[config.mk]
export PLATFORM = sky130hd
export DESIGN_NAME = json_string_unescape_flat
export DESIGN_NICKNAME = d
export VERILOG_FILES = /design/src/sv/jsu_pkg.sv /design/src/sv/jsu_if.sv /design/src/sv/jsu_front.sv /design/src/sv/jsu_fifo.sv /design/src/sv/jsu_back.sv /design/src/sv/json_string_unescape.sv /design/src/flat_wrapper.sv
export SDC_FILE = /design/constraint.sdc
export NUM_CORES = 1
export LEC_CHECK = 0
export ABC_CLOCK_PERIOD_IN_PS = 5100
export BUFFER_PORTS_ARGS = -buffer_cell sky130_fd_sc_hd__buf_2
export CAP_MARGIN = 20
export CELL_PAD_IN_SITES_DETAIL_PLACEMENT = 0
export CELL_PAD_IN_SITES_GLOBAL_PLACEMENT = 1
export CORE_MARGIN = 3
export CORE_UTILIZATION = 30
export DETAILED_ROUTE_END_ITERATION = 8
export GPL_ROUTABILITY_DRIVEN = 0
export PLACE_DENSITY_LB_ADDON = 0.2
export SETUP_SLACK_MARGIN = 0.15
export SLEW_MARGIN = 20
export SYNTH_ARGS = -nofsm -noshare
export SYNTH_HDL_FRONTEND = slang
export SYNTH_SLANG_ARGS = --single-unit
[constraint.sdc]
create_clock -name i_clk -period 5.1 [get_ports i_clk]
set_input_delay 0.255 -clock i_clk [delete_from_list [all_inputs] [get_ports i_clk]]
set_output_delay 0.255 -clock i_clk [all_outputs]
set_load 0.02 [all_outputs]
[src/sv/jsu_pkg.sv]
// jsu_pkg: shared types and constants of the json string unescaper
// no dependencies; imported by every module of the block
`default_nettype none

package jsu_pkg;

    localparam logic [7:0] CH_NUL    = 8'h00;
    localparam logic [7:0] CH_QUOTE  = 8'h22;
    localparam logic [7:0] CH_BSLASH = 8'h5C;
    localparam logic [7:0] CH_U      = 8'h75;

    localparam logic [15:0] HIGH_MIN = 16'hD800;
    localparam logic [15:0] HIGH_MAX = 16'hDBFF;
    localparam logic [15:0] LOW_MIN  = 16'hDC00;
    localparam logic [15:0] LOW_MAX  = 16'hDFFF;

    localparam int unsigned CP_W      = 21;
    localparam int unsigned JOB_DEPTH = 4;
    localparam int unsigned JOB_PTR_W = $clog2(JOB_DEPTH);
    localparam int unsigned JOB_CNT_W = $clog2(JOB_DEPTH + 1);

    typedef enum logic [1:0] {
        KIND_DATA    = 2'd0,
        KIND_QUOTE   = 2'd1,
        KIND_NUL     = 2'd2,
        KIND_NOQUOTE = 2'd3
    } t_kind;

    typedef enum logic [2:0] {
        PH_IDLE,
        PH_STR,
        PH_ESC,
        PH_HEX1,
        PH_HS_BS,
        PH_HS_U,
        PH_HEX2
    } t_phase;

    // one queued job: a raw byte, a code point to encode, or an end marker
    typedef struct packed {
        logic             utf;
        t_kind            kind;
        logic [CP_W-1:0]  value;
    } t_job;

endpackage

`default_nettype wire

[src/sv/jsu_if.sv]
// jsu_in_if / jsu_out_if: valid/ready channels of the unescaper
// no dependencies
`default_nettype none

interface jsu_in_if;
    logic       valid;
    logic       ready;
    logic [7:0] in_byte;

    modport source (output valid, output in_byte, input ready);
    modport sink   (input valid, input in_byte, output ready);
endinterface

interface jsu_out_if;
    logic       valid;
    logic       ready;
    logic [7:0] out_byte;
    logic [1:0] kind;
    logic       last;

    modport source (output valid, output out_byte, output kind, output last, input ready);
    modport sink   (input valid, input out_byte, input kind, input last, output ready);
endinterface

`default_nettype wire

[src/sv/jsu_front.sv]
// jsu_front: accepts input words, tracks escape and hex phases, queues jobs
// depends on jsu_pkg and jsu_in_if
`default_nettype none

module jsu_front (
    input  wire logic        i_clk,
    input  wire logic        i_rst_n,
    jsu_in_if.sink           i_in,
    input  wire logic        i_q_full,
    output logic             o_push,
    output jsu_pkg::t_job    o_job
);
    import jsu_pkg::*;

    t_phase       r_phase, n_phase;
    logic [15:0]  r_first_unit, n_first_unit;
    logic [15:0]  r_hex_value, n_hex_value;
    logic [2:0]   r_digit_count, n_digit_count;
    logic         r_hex_run_ended, n_hex_run_ended;

    logic         w_acc;
    logic [7:0]   w_b;
    logic [4:0]   w_digit;
    logic [15:0]  w_hex_next;
    logic         w_run_next;
    logic [2:0]   w_cnt_next;
    logic         w_hex_done;
    logic         w_is_low;
    logic         w_is_high;
    logic [7:0]   w_esc_val;
    logic         w_has_job;
    t_job         w_job;

    function automatic logic [4:0] hex_digit(input logic [7:0] b);
        logic [4:0] d;
        d = 5'd16;
        if (b inside {[8'h30:8'h39]}) begin
            d = {1'b0, b[3:0]};
        end else if (b inside {[8'h41:8'h46], [8'h61:8'h66]}) begin
            d = {1'b0, b[3:0] + 4'd9};
        end
        return d;
    endfunction

    function automatic logic [7:0] esc_map(input logic [7:0] b);
        logic [7:0] v;
        case (b)
            8'h62:   v = 8'h08;
            8'h66:   v = 8'h0C;
            8'h6E:   v = 8'h0A;
            8'h72:   v = 8'h0D;
            8'h74:   v = 8'h09;
            default: v = b;
        endcase
        return v;
    endfunction

    function automatic t_job raw_job(input logic [7:0] b);
        t_job j;
        j.utf   = 1'b0;
        j.kind  = KIND_DATA;
        j.value = {{(CP_W-8){1'b0}}, b};
        return j;
    endfunction

    function automatic t_job end_job(input t_kind k);
        t_job j;
        j.utf   = 1'b0;
        j.kind  = k;
        j.value = '0;
        return j;
    endfunction

    assign w_b        = i_in.in_byte;
    assign i_in.ready = !i_q_full;
    assign w_acc      = i_in.valid && !i_q_full;

    assign w_digit    = hex_digit(w_b);
    assign w_hex_next = (!r_hex_run_ended && !w_digit[4]) ?
                        {r_hex_value[11:0], w_digit[3:0]} : r_hex_value;
    assign w_run_next = r_hex_run_ended | w_digit[4];
    assign w_cnt_next = r_digit_count + 3'd1;
    assign w_hex_done = (w_cnt_next >= 3'd4);
    assign w_is_low   = (w_hex_next >= LOW_MIN) && (w_hex_next <= LOW_MAX);
    assign w_is_high  = (w_hex_next >= HIGH_MIN) && (w_hex_next <= HIGH_MAX);
    assign w_esc_val  = esc_map(w_b);

    // next state
    always_comb begin
        n_phase         = r_phase;
        n_first_unit    = r_first_unit;
        n_hex_value     = r_hex_value;
        n_digit_count   = r_digit_count;
        n_hex_run_ended = r_hex_run_ended;
        if (w_acc) begin
            case (r_phase)
                PH_IDLE: begin
                    if (w_b == CH_QUOTE) n_phase = PH_STR;
                end
                PH_STR, PH_HS_BS: begin
                    if (w_b == CH_NUL || w_b == CH_QUOTE) begin
                        n_phase = PH_IDLE;
                    end else if (w_b == CH_BSLASH) begin
                        n_phase = (r_phase == PH_HS_BS) ? PH_HS_U : PH_ESC;
                    end else begin
                        n_phase = PH_STR;
                    end
                end
                PH_ESC, PH_HS_U: begin
                    if (w_b == CH_NUL) begin
                        n_phase = PH_IDLE;
                    end else if (w_b == CH_U) begin
                        n_phase         = (r_phase == PH_HS_U) ? PH_HEX2 : PH_HEX1;
                        n_hex_value     = '0;
                        n_digit_count   = '0;
                        n_hex_run_ended = 1'b0;
                    end else begin
                        n_phase = PH_STR;
                    end
                end
                PH_HEX1, PH_HEX2: begin
                    if (w_b == CH_NUL) begin
                        n_phase = PH_IDLE;
                    end else begin
                        n_hex_value     = w_hex_next;
                        n_hex_run_ended = w_run_next;
                        n_digit_count   = w_cnt_next;
                        if (w_hex_done) begin
                            n_phase = PH_STR;
                            if (r_phase == PH_HEX1 && w_is_high) begin
                                n_first_unit = w_hex_next;
                                n_phase      = PH_HS_BS;
                            end
                        end
                    end
                end
                default: n_phase = PH_IDLE;
            endcase
        end
    end

    // job output
    always_comb begin
        w_has_job = 1'b0;
        w_job     = end_job(KIND_DATA);
        case (r_phase)
            PH_IDLE: begin
                if (w_b != CH_QUOTE) begin
                    w_has_job = 1'b1;
                    w_job     = end_job(KIND_NOQUOTE);
                end
            end
            PH_STR, PH_HS_BS: begin
                if (w_b == CH_NUL) begin
                    w_has_job = 1'b1;
                    w_job     = end_job(KIND_NUL);
                end else if (w_b == CH_QUOTE) begin
                    w_has_job = 1'b1;
                    w_job     = end_job(KIND_QUOTE);
                end else if (w_b != CH_BSLASH) begin
                    w_has_job = 1'b1;
                    w_job     = raw_job(w_b);
                end
            end
            PH_ESC, PH_HS_U: begin
                if (w_b == CH_NUL) begin
                    w_has_job = 1'b1;
                    w_job     = end_job(KIND_NUL);
                end else if (w_b != CH_U) begin
                    w_has_job = 1'b1;
                    w_job     = raw_job(w_esc_val);
                end
            end
            PH_HEX1: begin
                if (w_b == CH_NUL) begin
                    w_has_job = 1'b1;
                    w_job     = end_job(KIND_NUL);
                end else if (w_hex_done && w_hex_next != 16'd0 && !w_is_low && !w_is_high) begin
                    w_has_job   = 1'b1;
                    w_job.utf   = 1'b1;
                    w_job.value = {{(CP_W-16){1'b0}}, w_hex_next};
                end
            end
            PH_HEX2: begin
                if (w_b == CH_NUL) begin
                    w_has_job = 1'b1;
                    w_job     = end_job(KIND_NUL);
                end else if (w_hex_done && w_is_low) begin
                    w_has_job   = 1'b1;
                    w_job.utf   = 1'b1;
                    w_job.value = {1'b0, r_first_unit[9:0], w_hex_next[9:0]} | 21'h10000;
                end
            end
            default: w_has_job = 1'b0;
        endcase
    end

    assign o_push = w_acc && w_has_job;
    assign o_job  = w_job;

    always_ff @(posedge i_clk) begin
        if (!i_rst_n) begin
            r_phase         <= PH_IDLE;
            r_first_unit    <= '0;
            r_hex_value     <= '0;
            r_digit_count   <= '0;
            r_hex_run_ended <= 1'b0;
        end else begin
            r_phase         <= n_phase;
            r_first_unit    <= n_first_unit;
            r_hex_value     <= n_hex_value;
            r_digit_count   <= n_digit_count;
            r_hex_run_ended <= n_hex_run_ended;
        end
    end

endmodule

`default_nettype wire

[src/sv/jsu_fifo.sv]
// jsu_fifo: short job queue between front and back
// depends on jsu_pkg
`default_nettype none

module jsu_fifo (
    input  wire logic            i_clk,
    input  wire logic            i_rst_n,
    input  wire logic            i_push,
    input  wire jsu_pkg::t_job   i_push_job,
    output logic                 o_full,
    output logic                 o_valid,
    output jsu_pkg::t_job        o_job,
    input  wire logic            i_pop
);
    import jsu_pkg::*;

    t_job                  r_mem [JOB_DEPTH];
    logic [JOB_PTR_W-1:0]  r_wr_ptr, n_wr_ptr;
    logic [JOB_PTR_W-1:0]  r_rd_ptr, n_rd_ptr;
    logic [JOB_CNT_W-1:0]  r_count, n_count;
    logic                  w_push;
    logic                  w_pop;

    assign o_full  = (r_count == JOB_CNT_W'(JOB_DEPTH));
    assign o_valid = (r_count != '0);
    assign o_job   = r_mem[r_rd_ptr];
    assign w_push  = i_push && !o_full;
    assign w_pop   = i_pop && o_valid;

    always_comb begin
        n_wr_ptr = w_push ? r_wr_ptr + JOB_PTR_W'(1) : r_wr_ptr;
        n_rd_ptr = w_pop ? r_rd_ptr + JOB_PTR_W'(1) : r_rd_ptr;
        n_count  = r_count;
        if (w_push && !w_pop) begin
            n_count = r_count + JOB_CNT_W'(1);
        end else if (w_pop && !w_push) begin
            n_count = r_count - JOB_CNT_W'(1);
        end
    end

    always_ff @(posedge i_clk) begin
        if (w_push) begin
            r_mem[r_wr_ptr] <= i_push_job;
        end
    end

    always_ff @(posedge i_clk) begin
        if (!i_rst_n) begin
            r_wr_ptr <= '0;
            r_rd_ptr <= '0;
            r_count  <= '0;
        end else begin
            r_wr_ptr <= n_wr_ptr;
            r_rd_ptr <= n_rd_ptr;
            r_count  <= n_count;
        end
    end

endmodule

`default_nettype wire

[src/sv/jsu_back.sv]
// jsu_back: expands queued jobs into output words, utf-8 encoding code points
// depends on jsu_pkg and jsu_out_if
`default_nettype none

module jsu_back (
    input  wire logic            i_clk,
    input  wire logic            i_rst_n,
    input  wire logic            i_q_valid,
    input  wire jsu_pkg::t_job   i_q_job,
    output logic                 o_pop,
    jsu_out_if.source            o_out
);
    import jsu_pkg::*;

    logic        r_valid;
    logic [7:0]  r_byte;
    t_kind       r_kind;
    logic        r_last;
    logic [1:0]  r_idx, n_idx;

    logic        w_take;
    logic [1:0]  w_len;
    logic        w_final;
    logic [7:0]  w_byte;

    function automatic logic [1:0] utf8_len(input logic [CP_W-1:0] cp);
        logic [1:0] l;
        if (cp < CP_W'(32'h80)) begin
            l = 2'd0;
        end else if (cp < CP_W'(32'h800)) begin
            l = 2'd1;
        end else if (cp < CP_W'(32'h10000)) begin
            l = 2'd2;
        end else begin
            l = 2'd3;
        end
        return l;
    endfunction

    function automatic logic [7:0] utf8_byte(input logic [CP_W-1:0] cp,
                                             input logic [1:0] len,
                                             input logic [1:0] idx);
        logic [7:0] v;
        logic [1:0] seg;
        seg = len - idx;
        if (idx == 2'd0) begin
            case (len)
                2'd0:    v = {1'b0, cp[6:0]};
                2'd1:    v = {3'b110, cp[10:6]};
                2'd2:    v = {4'b1110, cp[15:12]};
                default: v = {5'b11110, cp[20:18]};
            endcase
        end else begin
            case (seg)
                2'd0:    v = {2'b10, cp[5:0]};
                2'd1:    v = {2'b10, cp[11:6]};
                default: v = {2'b10, cp[17:12]};
            endcase
        end
        return v;
    endfunction

    always_comb begin
        w_len  = 2'd0;
        w_byte = 8'd0;
        if (i_q_job.kind == KIND_DATA) begin
            if (i_q_job.utf) begin
                w_len  = utf8_len(i_q_job.value);
                w_byte = utf8_byte(i_q_job.value, w_len, r_idx);
            end else begin
                w_byte = i_q_job.value[7:0];
            end
        end
    end

    assign w_take  = !r_valid || o_out.ready;
    assign w_final = (r_idx == w_len);
    assign o_pop   = w_take && i_q_valid && w_final;
    assign n_idx   = w_final ? 2'd0 : r_idx + 2'd1;

    always_ff @(posedge i_clk) begin
        if (!i_rst_n) begin
            r_valid <= 1'b0;
            r_idx   <= 2'd0;
        end else if (w_take) begin
            r_valid <= i_q_valid;
            if (i_q_valid) begin
                r_idx <= n_idx;
            end
        end
    end

    always_ff @(posedge i_clk) begin
        if (w_take && i_q_valid) begin
            r_byte <= w_byte;
            r_kind <= i_q_job.kind;
            r_last <= w_final;
        end
    end

    assign o_out.valid    = r_valid;
    assign o_out.out_byte = r_byte;
    assign o_out.kind     = r_kind;
    assign o_out.last     = r_last;

endmodule

`default_nettype wire

[src/sv/json_string_unescape.sv]
// json_string_unescape: top level, front classifier, job queue, utf-8 back end
// depends on jsu_pkg, jsu_if, jsu_front, jsu_fifo, jsu_back
//
//   channel  dir  handshake             payload
//   i_in     in   valid/ready           in_byte[7:0]
//   o_out    out  valid/ready           out_byte[7:0], kind[1:0], last
//
// one input word per cycle while not stalled; each leaves as 0 to 4 output words
// output runs one word per cycle unless stalled; each utf-8 byte is its own word
// a 4-entry job queue lets the input keep moving, until full, while output stalls
// reset is synchronous and active low; block is idle awaiting a quote
`default_nettype none

module json_string_unescape (
    input  wire logic   i_clk,
    input  wire logic   i_rst_n,
    jsu_in_if.sink      i_in,
    jsu_out_if.source   o_out
);
    import jsu_pkg::*;

    logic  w_push;
    t_job  w_push_job;
    logic  w_q_full;
    logic  w_q_valid;
    t_job  w_q_job;
    logic  w_pop;

    jsu_front u_front (
        .i_clk    (i_clk),
        .i_rst_n  (i_rst_n),
        .i_in     (i_in),
        .i_q_full (w_q_full),
        .o_push   (w_push),
        .o_job    (w_push_job)
    );

    jsu_fifo u_fifo (
        .i_clk      (i_clk),
        .i_rst_n    (i_rst_n),
        .i_push     (w_push),
        .i_push_job (w_push_job),
        .o_full     (w_q_full),
        .o_valid    (w_q_valid),
        .o_job      (w_q_job),
        .i_pop      (w_pop)
    );

    jsu_back u_back (
        .i_clk     (i_clk),
        .i_rst_n   (i_rst_n),
        .i_q_valid (w_q_valid),
        .i_q_job   (w_q_job),
        .o_pop     (w_pop),
        .o_out     (o_out)
    );

endmodule

`default_nettype wire

[src/flat_wrapper.sv]
// flat-port wrapper written by rule: the top's interface ports become plain ports
module json_string_unescape_flat import jsu_pkg::*;
  (i_clk, i_rst_n, i_in_valid, i_in_in_byte, i_in_ready, o_out_valid, o_out_out_byte, o_out_kind, o_out_last, o_out_ready);
  jsu_in_if i_in_i ();
  jsu_out_if o_out_i ();
  input  wire logic i_clk;
  input  wire logic i_rst_n;
  input wire logic [$bits(i_in_i.valid)-1:0] i_in_valid;
  input wire logic [$bits(i_in_i.in_byte)-1:0] i_in_in_byte;
  output wire logic [$bits(i_in_i.ready)-1:0] i_in_ready;
  output wire logic [$bits(o_out_i.valid)-1:0] o_out_valid;
  output wire logic [$bits(o_out_i.out_byte)-1:0] o_out_out_byte;
  output wire logic [$bits(o_out_i.kind)-1:0] o_out_kind;
  output wire logic [$bits(o_out_i.last)-1:0] o_out_last;
  input wire logic [$bits(o_out_i.ready)-1:0] o_out_ready;
  assign i_in_i.valid = i_in_valid;
  assign i_in_i.in_byte = i_in_in_byte;
  assign i_in_ready = i_in_i.ready;
  assign o_out_valid = o_out_i.valid;
  assign o_out_out_byte = o_out_i.out_byte;
  assign o_out_kind = o_out_i.kind;
  assign o_out_last = o_out_i.last;
  assign o_out_i.ready = o_out_ready;
  json_string_unescape u_core (.i_clk(i_clk), .i_rst_n(i_rst_n), .i_in(i_in_i), .o_out(o_out_i));
endmodule
* After elaboration in Yosys (flattened, before gate mapping)
Memory sizes are Yosys's and may differ from the RTL's. A register that Yosys moved wholly into a read port is not among the register bits. Cells that the tools add are included. Widths: inputs -> output; s select.
Storage, ports and cells: flip-flop bits (word level) 54, RAM bits 96, input port bits 12, output and inout port bits 13, logic and storage cells 182, memories kept 1
Operators by class: add/sub/neg operators 8, magnitude comparators 14, equality and inequality tests 27, multiplexer cells 70, bitwise logic cells 2, reduce and logical (&&, ||, !) cells 47
Memories:
- u_core.u_fifo.r_mem | words 4, width 24, rd ports 1, clocked after Yosys merged registers in 1, write ports 1, line jsu_fifo.sv:17 | t_job r_mem [JOB_DEPTH];
Operator list (number):
- $pmux 24 s5 | 1
- $mux 16 | 6
- $mux 23 | 3
- $eq 8x7->1 const B | 7
- $mux 3 | 15
- $mux 20 | 2
- $pmux 8 s5 | 1
- $ge 16x16->1 const B | 2
- $le 16x16->1 const B | 2
- $mux 8 | 4
- $pmux 16 s2 | 1
- $pmux 8 s3 | 1
- $mux 22 | 1
- $lt 21x12->1 const B | 1
- $lt 21x17->1 const B | 1
- $lt 21x8->1 const B | 1
- $mux 2 | 10
- $logic_and 1x1->1 | 19
- $mux 1 | 18
- $ge 8x7->1 const B | 2
- $le 8x7->1 const B | 2
- $ne 8x7->1 const B | 2
- $reduce_bool 16->1 | 1
- $eq 3x3->1 const B | 4
- 36 further kinds | 61

* Longest topological paths before layout
Gate-level depths: netlist of the first run.
depth in word-level cells 22, mapped depth 16, depth with buffers taken out 14

* Cells and area by module
Synthesis of the first run repeated with hierarchy kept, for this count alone.
Unflattened totals: cells, all modules 643, area total of the unflattened synthesis 7846.3 um^2
By module, submodules not included:
- jsu_fifo | instances 1, cells each 174, area each 3973.8 um^2, seq. area each 3062.9 um^2
- jsu_front | instances 1, cells each 344, area each 2696.3 um^2, seq. area each 640.6 um^2
- jsu_back | instances 1, cells each 125, area each 1176.1 um^2, seq. area each 390.4 um^2

* Least setup slack after synthesis of the first run
Ideal clock, no wire load.
path kind register -> register, start register (tool-made name), end register u_core.u_fifo.r_count[2], setup time 0.076 ns, arrival time 3.567 ns, data required time 5.024 ns, path slack 1.458 ns, stages on the path, launching flop included 17, buffers on the path 4, period minus slack after synthesis 3.642 ns, path through dfxtp_1 > buf_6 > buf_6 > buf_4 > mux4_2 > or2_0 > buf_2 > nor2_1 > nor3_1 > a211o_1 > nand2_1 > ha_1 > inv_1 > fa_1 > xor2_1 > or3_1 > a21boi_0
RTL lines:
- end signal: assignment | line jsu_fifo.sv:55 | r_count <= n_count;
- end: declaration | line jsu_fifo.sv:20 | logic [JOB_CNT_W-1:0] r_count, n_count;

==> summary.txt, run 1 <==
Floorplanning
  • I/O pin count: 25
  • Row count: 56
  • Die Height: 163 um
  • Overall die width: 163 um
  • Starting Density: 31.0%
  • Total Die Area: 0.0265 mm2
  • Core area: 0.0238 mm2

Detailed routing
  • Drt wl/cell: 18.4 um
  • Routed Antenna Nets: 0
  • Starting DRC count in detailed routing: 357
  • Top layer reached by signal wires: met4
  • M1 WL: 8350 um
  • DRC: 0
  • Detailed Route WL: 17,700 um
  • 1st-pass router iterations: 5
  • DR vias/cell: 5.12
  • Met2 Routed Length: 8380 um
  • Routed vias: 4,925
  • Met3 wire len: 649 um

Synth
  • Sequential element share of the synthesized area: 53.9%
  • Yosys warning total: 0
  • Top_reg_cell synth: edfxtp_1
  • Mean post-synth cell area: 12.2 um2
  • FFs w/ async S/R, synth: 0%
  • Synth Net Count: 637
  • Syn Inst Count: 607
  • Synth Register Bits: 147
  • Post-synth EDFFs: 103
  • Synthesized area: 0.00738 mm2
  • Yosys cell types: 68

STA
  • Clk_skew: 0.0115 ns
  • Endpoints failing setup: 0
  • RSZ-0062 raised after global routing: no
  • Max_slew headroom: 45.2%
  • Period utilization: 80.8%
  • Final slew viol count: 0
  • Maximum clock frequency: 0.243 GHz
  • Hold Violations, Final: 0
  • Crit path time final: 4.12 ns
  • Total Neg Setup Slack: 0 ns
  • Worst Tran Pin Value: 0.821 ns

CTS
  • Clock Sinks: 147
  • CTS tree: built
  • Hold buffer count at cts: 0
  • H-tree levels: 4
  • CTS-repair resized insts: 0
  • Clk slew on worst S/H paths: 0.07 ns
  • Post-CTS setup repair buffer count: 0
  • Clk Latency, worst-skew pair: 0.43 ns
  • Clock Root Buffer: clkbuf_16
  • Total CTS buffers: 17
  • Clock Path Buffers: 2

Worst setup path
  • Worst Path Arrival: 4.48 ns
  • CP Max Fanout: 16
  • Setup CP Type: flop to flop
  • Critical path startpoint category: flop
  • Setup crit end kind: flop
  • Crit path required time: 5.45 ns

Place
  • PortBufs: 24
  • Post-placement cell count: 929
  • Detailed Place HPWL: 12,600 um

Pwr
  • Int Pwr: 2.46 mW
  • Switching share of total power: 30.6%
  • Clock share of power: 34.6%
  • Net Sw Power: 1.09 mW
  • Leak: 2.76 nW
  • Logic gate share of total power: 23.9%
  • Power density over the cells: 421 mW/mm2
  • Worst vdd ir: 0.202 mV
  • Register share of total power: 41.5%

GRT
  • Initial antenna violation count: 0
  • First-pass GRT wire length: 28,200 um
  • GRT overflow: 0
  • Number of global-route vias before repair: 4,970
  • GRT Util Overall: 13.8%
  • Pin count of the biggest net entering global routing: 47

Status
  • Outcome: finished, final reports clean

Cells and area
  • Layout area overhead: 14.2%
  • Ant. Diodes: 0
  • Nets: 659
  • Share of layout cells above drive strength 1: 17.1%
  • Fin cells: 961

Hold path
  • Path category of the worst min-delay check: input pin to flop

Run
  • Max Cap Viol: 0
## power by group through the flow
stage	clock network [mW]	registers [mW]	logic, mW
global route	1.31	1.49	0.925
detailed placement	0	1.50	0.856
finish	1.23	1.47	0.847
CTS	1.26	1.48	0.861
floorplan	0	1.52	0.600
global placement	0	1.50	0.854
## path summary, 6_finish.rpt
kind	endpoint	depth (start not counted)	startpoint	slack [ns]
worst max-delay path	u_core.u_fifo.r_count[2]	12	flop	0.98
worst min-delay path	u_core.u_back.o_out.valid	4	o_out_ready	0.1
worst max register to register	u_core.u_fifo.r_count[2]	12	flop	0.98
worst min register to register	u_core.u_back.o_out.valid	2	u_core.u_back.o_out.valid	0.48
## sequential cells by signal, summed over array words and instances, names as in the netlist, 2 cells and up, named ones only
name and flops:
u_core.u_back.o_out.kind 2, u_core.u_back.o_out.out_byte 8, u_core.u_back.r_idx 2, u_core.u_fifo.r_count 3, u_core.u_fifo.r_mem 92, u_core.u_fifo.r_rd_ptr 2
u_core.u_fifo.r_wr_ptr 2, u_core.u_front.r_digit_count 3, u_core.u_front.r_first_unit 9, u_core.u_front.r_hex_value 16, u_core.u_front.r_phase 3
## critical path: stages (launching register included)
cell	delay, ns
dfxtp_1	0.85
mux4_2	0.46
or4_4	0.60
o211ai_1	0.18
a21oi_1	0.09
a211o_1	0.31
nand2_1	0.18
ha_1	0.21
inv_1	0.07
fa_1	0.43
xor2_1	0.17
or3_1	0.30
a21boi_0	0.19
## per-layer routing
layer / global-route usage, % / vias up
li1: - / 2361
met1: 18.4 / 2444
met2: 22.1 / 88
met3: 3.43 / 32
met4: 4.38 / 0
met5: 0 / -
## cells by family (layout without fill, tap and decap cells)
logic type	after synthesis	in the layout	share of synthesized area, %
AND/OR/NAND/NOR	204	204	14.8
XOR/XNOR	6	6	0.814
buffers and inverters	48	83	2.78
AO/OA/AOI/OAI	121	121	12.0
adder cells (fa/ha/maj)	18	18	3.15
flip-flops	147	147	53.9
multiplexers	63	63	12.7
## cell type report
class | instances | area (um2)
flip-flops and latches | 147 | 3970
clock buffers | 18 | 429
clock inverters | 14 | 149
multi-input cells | 412 | 3210
well taps | 319 | 399
inverters | 17 | 63.8
repair buffers | 34 | 195
fillers | 2361 | 15400
## cells in the final DEF (no fill, tap or decap), types with 5 or more instances in the layout
| cell | count |
|---|---|
| inv_1 | 17 |
| buf_2 | 24 |
| ha_1 | 17 |
| dfxtp_1 | 44 |
| a21boi_0 | 6 |
| nand4_1 | 5 |
| nor3_1 | 12 |
| nand3_1 | 5 |
| mux2i_1 | 28 |
| nor2b_1 | 35 |
| o21ai_0 | 15 |
| mux2_2 | 11 |
| a21oi_1 | 18 |
| a21o_1 | 6 |
| o2bb2ai_1 | 8 |
| clkbuf_16 | 17 |
| nor2_1 | 40 |
| mux4_2 | 23 |
| nor4_1 | 6 |
| o21a_1 | 5 |
| nand2b_1 | 9 |
| nand2_1 | 48 |
| buf_4 | 10 |
| edfxtp_1 | 103 |
| a22oi_1 | 17 |
| and2_1 | 18 |
## stage by stage
| stage | setup slack [ns] | hold WS, ns | util, % | cell area (um2) | power, mW |
|---|---|---|---|---|---|
| after floorplan | 1.46 | 0.444 | - | 7380 | 2.12 |
| after global placement | 0.976 | 0.471 | 32.9 | 7840 | 2.35 |
| after detailed placement | 0.813 | 0.473 | 32.9 | 7840 | 2.36 |
| after CTS | 0.906 | 0.0800 | 35.3 | 8420 | 3.60 |
| after global routing | 0.759 | 0.127 | 35.4 | 8420 | 3.73 |
| final | 0.977 | 0.0970 | 35.4 | 8420 | 3.55 |
## cell usage after synthesis, drive strengths merged (3+ instances only)
master     n  area (um2)
a211o      3        26.3
a211oi     4        30.0
a21boi     8        60.1
a21o       6        45.0
a21oi     19        95.1
a221o      4        40.0
a222oi     4        40.0
a22o       3        26.3
a22oi     17         128
and2      18         113
and3       4        25.0
buf       13        73.8
clkbuf    18        67.6
dfxtp     44         881
edfxtp   103        3090
ha        17         213
inv       17        63.8
mux2      12         135
mux2i     28         280
mux4      23         518
nand2     48         180
nand2b     9        56.3
nand3      5        25.0
nand4      5        31.3
nor2      40         150
nor2b     35         219
nor3      14        75.1
nor3b      4        41.3
nor4       7        50.1
o211ai     3        22.5
o21a       5        37.5
o21ai     15        75.1
o22a       3        26.3
o2bb2ai    8        70.1
or3        4        25.0
or4        3        26.3
xnor2      4        42.6
(Power assumes the default switching activity.)
==> run 2: changes to the inputs <==
- ABC_CLOCK_PERIOD_IN_PS: 5100 -> 3570
- clock period: 5.1 -> 3.57 ns (I/O delays scaled with it)
==> summary.txt, run 2 (synthesized netlist as in run 1, its figures left out) <==
Floorplanning
  • Starting Density: 31.0% (unchanged)
  • Row count: 56 (unchanged)
  • Overall die width: 163 um (unchanged)
  • Core area: 0.0238 mm2 (unchanged)
  • Die Height: 163 um (unchanged)
  • I/O pin count: 25 (unchanged)
  • Total Die Area: 0.0265 mm2 (unchanged)

Detailed routing
  • 1st-pass router iterations: 4 (was 5)
  • DRC: 0 (unchanged)
  • Routed Antenna Nets: 0 (unchanged)
  • Routed vias: 5,132 (was 4,925)
  • Detailed Route WL: 18,100 um (was 17,700 um)
  • Drt wl/cell: 17.8 um (was 18.4 um)
  • Starting DRC count in detailed routing: 333 (was 357)
  • DR vias/cell: 5.06 (was 5.12)

STA
  • Maximum clock frequency: 0.288 GHz (was 0.243 GHz)
  • Worst Tran Pin Value: 0.990 ns (was 0.821 ns)
  • Hold Violations, Final: 0 (unchanged)
  • Crit path time final: 3.47 ns (was 4.12 ns)
  • Final slew viol count: 0 (unchanged)
  • RSZ-0062 raised after global routing: yes (was no)
  • Max_slew headroom: 33.7% (was 45.2%)
  • Period utilization: 97.2% (was 80.8%)
  • Endpoints failing setup: 0 (unchanged)
  • Clk_skew: 0.0184 ns (was 0.0115 ns)

CTS
  • Clock Path Buffers: 2 (unchanged)
  • Clk Latency, worst-skew pair: 0.43 ns (about the same)
  • Clock Root Buffer: clkbuf_16 (unchanged)
  • Hold buffer count at cts: 0 (unchanged)
  • CTS tree: built (unchanged)
  • Total CTS buffers: 17 (unchanged)
  • Clk slew on worst S/H paths: 0.07 ns (about the same)
  • Clock Sinks: 147 (unchanged)
  • H-tree levels: 4 (unchanged)

Cells and area
  • Most common cell after layout, fill and taps aside: edfxtp_1 (unchanged)
  • Most frequent cells in the layout: 103 x edfxtp_1, 50 x buf_4, 47 x nand2_1 (was 103 x edfxtp_1, 48 x nand2_1, 44 x dfxtp_1)
  • Fin cells: 1,014 (was 961)
  • Max reg flops: 92 (unchanged)
  • Share of layout cells above drive strength 1: 26.6% (was 17.1%)
  • Layout area overhead: 23.1% (was 14.2%)
  • Post-layout instance area: 0.00908 mm2 (was 0.00842 mm2)
  • Nets: 712 (was 659)
  • Fillers: 2,315 (was 2,361)
  • Ant. Diodes: 0 (unchanged)
  • Largest regs: u_core.u_fifo.r_mem x92, u_core.u_front.r_hex_value x16, u_core.u_front.r_first_unit x9 (unchanged)
  • Most flops, register: u_core.u_fifo.r_mem (unchanged)

Worst setup path
  • R2R cell count: 13 (was 12)
  • Critical path startpoint category: flop (unchanged)
  • Reg2Reg Capture Point: u_core.u_fifo.r_count[2] (unchanged)
  • CP Max Fanout: 4 (was 16)
  • Setup CP Type: flop to flop (unchanged)
  • CP cell instances: buf_16 > mux4_2 > or4_4 > o211ai_1 > a21oi_1 > a211o_1 > nand2_2 > ha_4 > inv_2 > fa_2 > xor2_1 > or3_1 > a21boi_1 (was mux4_2 > or4_4 > o211ai_1 > a21oi_1 > a211o_1 > nand2_1 > ha_1 > inv_1 > fa_1 > xor2_1 > or3_1 > a21boi_0)
  • Flop-to-flop setup slack: 0.1 ns (was 0.98 ns)
  • Crit path required time: 3.93 ns (was 5.45 ns)
  • Critical Path Max Stage Delay: 0.59 ns (was 0.85 ns)
  • Worst Path Arrival: 3.83 ns (was 4.48 ns)
  • CP max-delay cell: or4_4 (was dfxtp_1)
  • Setup crit end kind: flop (unchanged)

Hold path
  • Path category of the worst min-delay check: input pin to flop (unchanged)
  • Hold Path End: u_core.u_back.o_out.valid (unchanged)
  • HP Start: o_out_ready (unchanged)
  • Hold path cells: 4 (unchanged)

GRT
  • Number of global-route vias before repair: 5,229 (was 4,970)
  • First-pass GRT wire length: 29,000 um (was 28,200 um)
  • Pin count of the biggest net entering global routing: 47 (unchanged)
  • Initial antenna violation count: 0 (unchanged)
  • GRT Util Overall: 14.2% (was 13.8%)
  • GRT overflow: 0 (unchanged)

Pwr
  • Worst vdd ir: 0.265 mV (was 0.202 mV)
  • Power density over the cells: 601 mW/mm2 (was 421 mW/mm2)
  • Leak: 3.06 nW (was 2.76 nW)

Place
  • Post-placement cell count: 965 (was 929)
  • Placed inst area: 0.00821 mm2 (was 0.00784 mm2)
  • Detailed Place HPWL: 12,800 um (was 12,600 um)
  • PortBufs: 24 (unchanged)

Run
  • Max Cap Viol: 0 (unchanged)

Status
  • Outcome: finished, final reports clean (unchanged)
==> run 2: metal layers <==
| metal | wire (um) | up-vias | global-route usage [%] |
|---|---|---|---|
| met5 | 0 | - | 0 |
| met4 | 243 | 0 | 4.15 |
| met3 | 545 | 20 | 3.28 |
| met2 | 8780 | 92 | 23.1 |
| met1 | 8510 | 2548 | 18.8 |
| li1 | - | 2472 | - |
==> run 2: power by group <==
group / switching, mW / leakage [nW] / internal [mW]
clock network: 0.803 / 0.289 / 0.993
registers: 0.0701 / 1.24 / 2.02
logic: 0.805 / 1.53 / 0.761
==> run 2: worst max path at each step <==
stage | startpoint | endpoint | slack (ns)
after global routing | flop | u_core.u_fifo.r_count[2] | -0.04
after floorplan | flop | u_core.u_fifo.r_count[2] | 0.12
after global placement | flop | u_core.u_back.o_out.out_byte[4] | 0.005
after detailed placement | flop | u_core.u_fifo.r_count[2] | -0.05
final | flop | u_core.u_fifo.r_count[2] | 0.1
after CTS | flop | u_core.u_fifo.r_count[2] | 0.05
==> run 2: repair_timing <==
item | CTS | global route
pin swaps | 11 | 10
buffers inserted | 12 | 4
resized for setup | 9 | 24
setup endpoints to repair | 8 | 8
cloned | 1 | 0
==> run 2: worst max-delay path, delay by kind of cell (launching register included) <==
kind,cells,cell delay (ns)
buffers and inverters,2,0.17
multiplexers,1,0.53
AO/OA/AOI/OAI,4,0.69
adder cells (fa/ha/maj),2,0.47
flip-flops,1,0.39
XOR/XNOR,1,0.15
AND/OR/NAND/NOR,3,1.00
==> run 2: final cells by class <==
class / count / area (um2) / share of cell area, %
Clock buffer: 17 / 425 / 4.68
Clock inverter: 15 / 168 / 1.85
Inverter: 17 / 63.8 / 0.702
Multi-Input combinational cell: 412 / 3340 / 36.7
Sequential cell: 147 / 3980 / 43.8
Tap cell: 319 / 399 / 4.39
Timing Repair Buffer: 87 / 714 / 7.87
==> run 2: metrics by stage <==
| stage | setup WS, ns | TNS [ns] | hold slack, ns | power (mW) | util (%) |
|---|---|---|---|---|---|
| after floorplan | 0.125 | 0 | 0.367 | 3.08 | - |
| after global placement | 0.00508 | 0 | 0.457 | 3.51 | 34.5 |
| after detailed placement | -0.0502 | -0.0802 | 0.480 | 3.52 | 34.5 |
| after CTS | 0.0541 | 0 | 0.0425 | 5.46 | 37.6 |
| after global routing | -0.0369 | -0.0369 | 0.0767 | 5.73 | 38.1 |
| final | 0.0988 | 0 | 0.0569 | 5.46 | 38.1 |
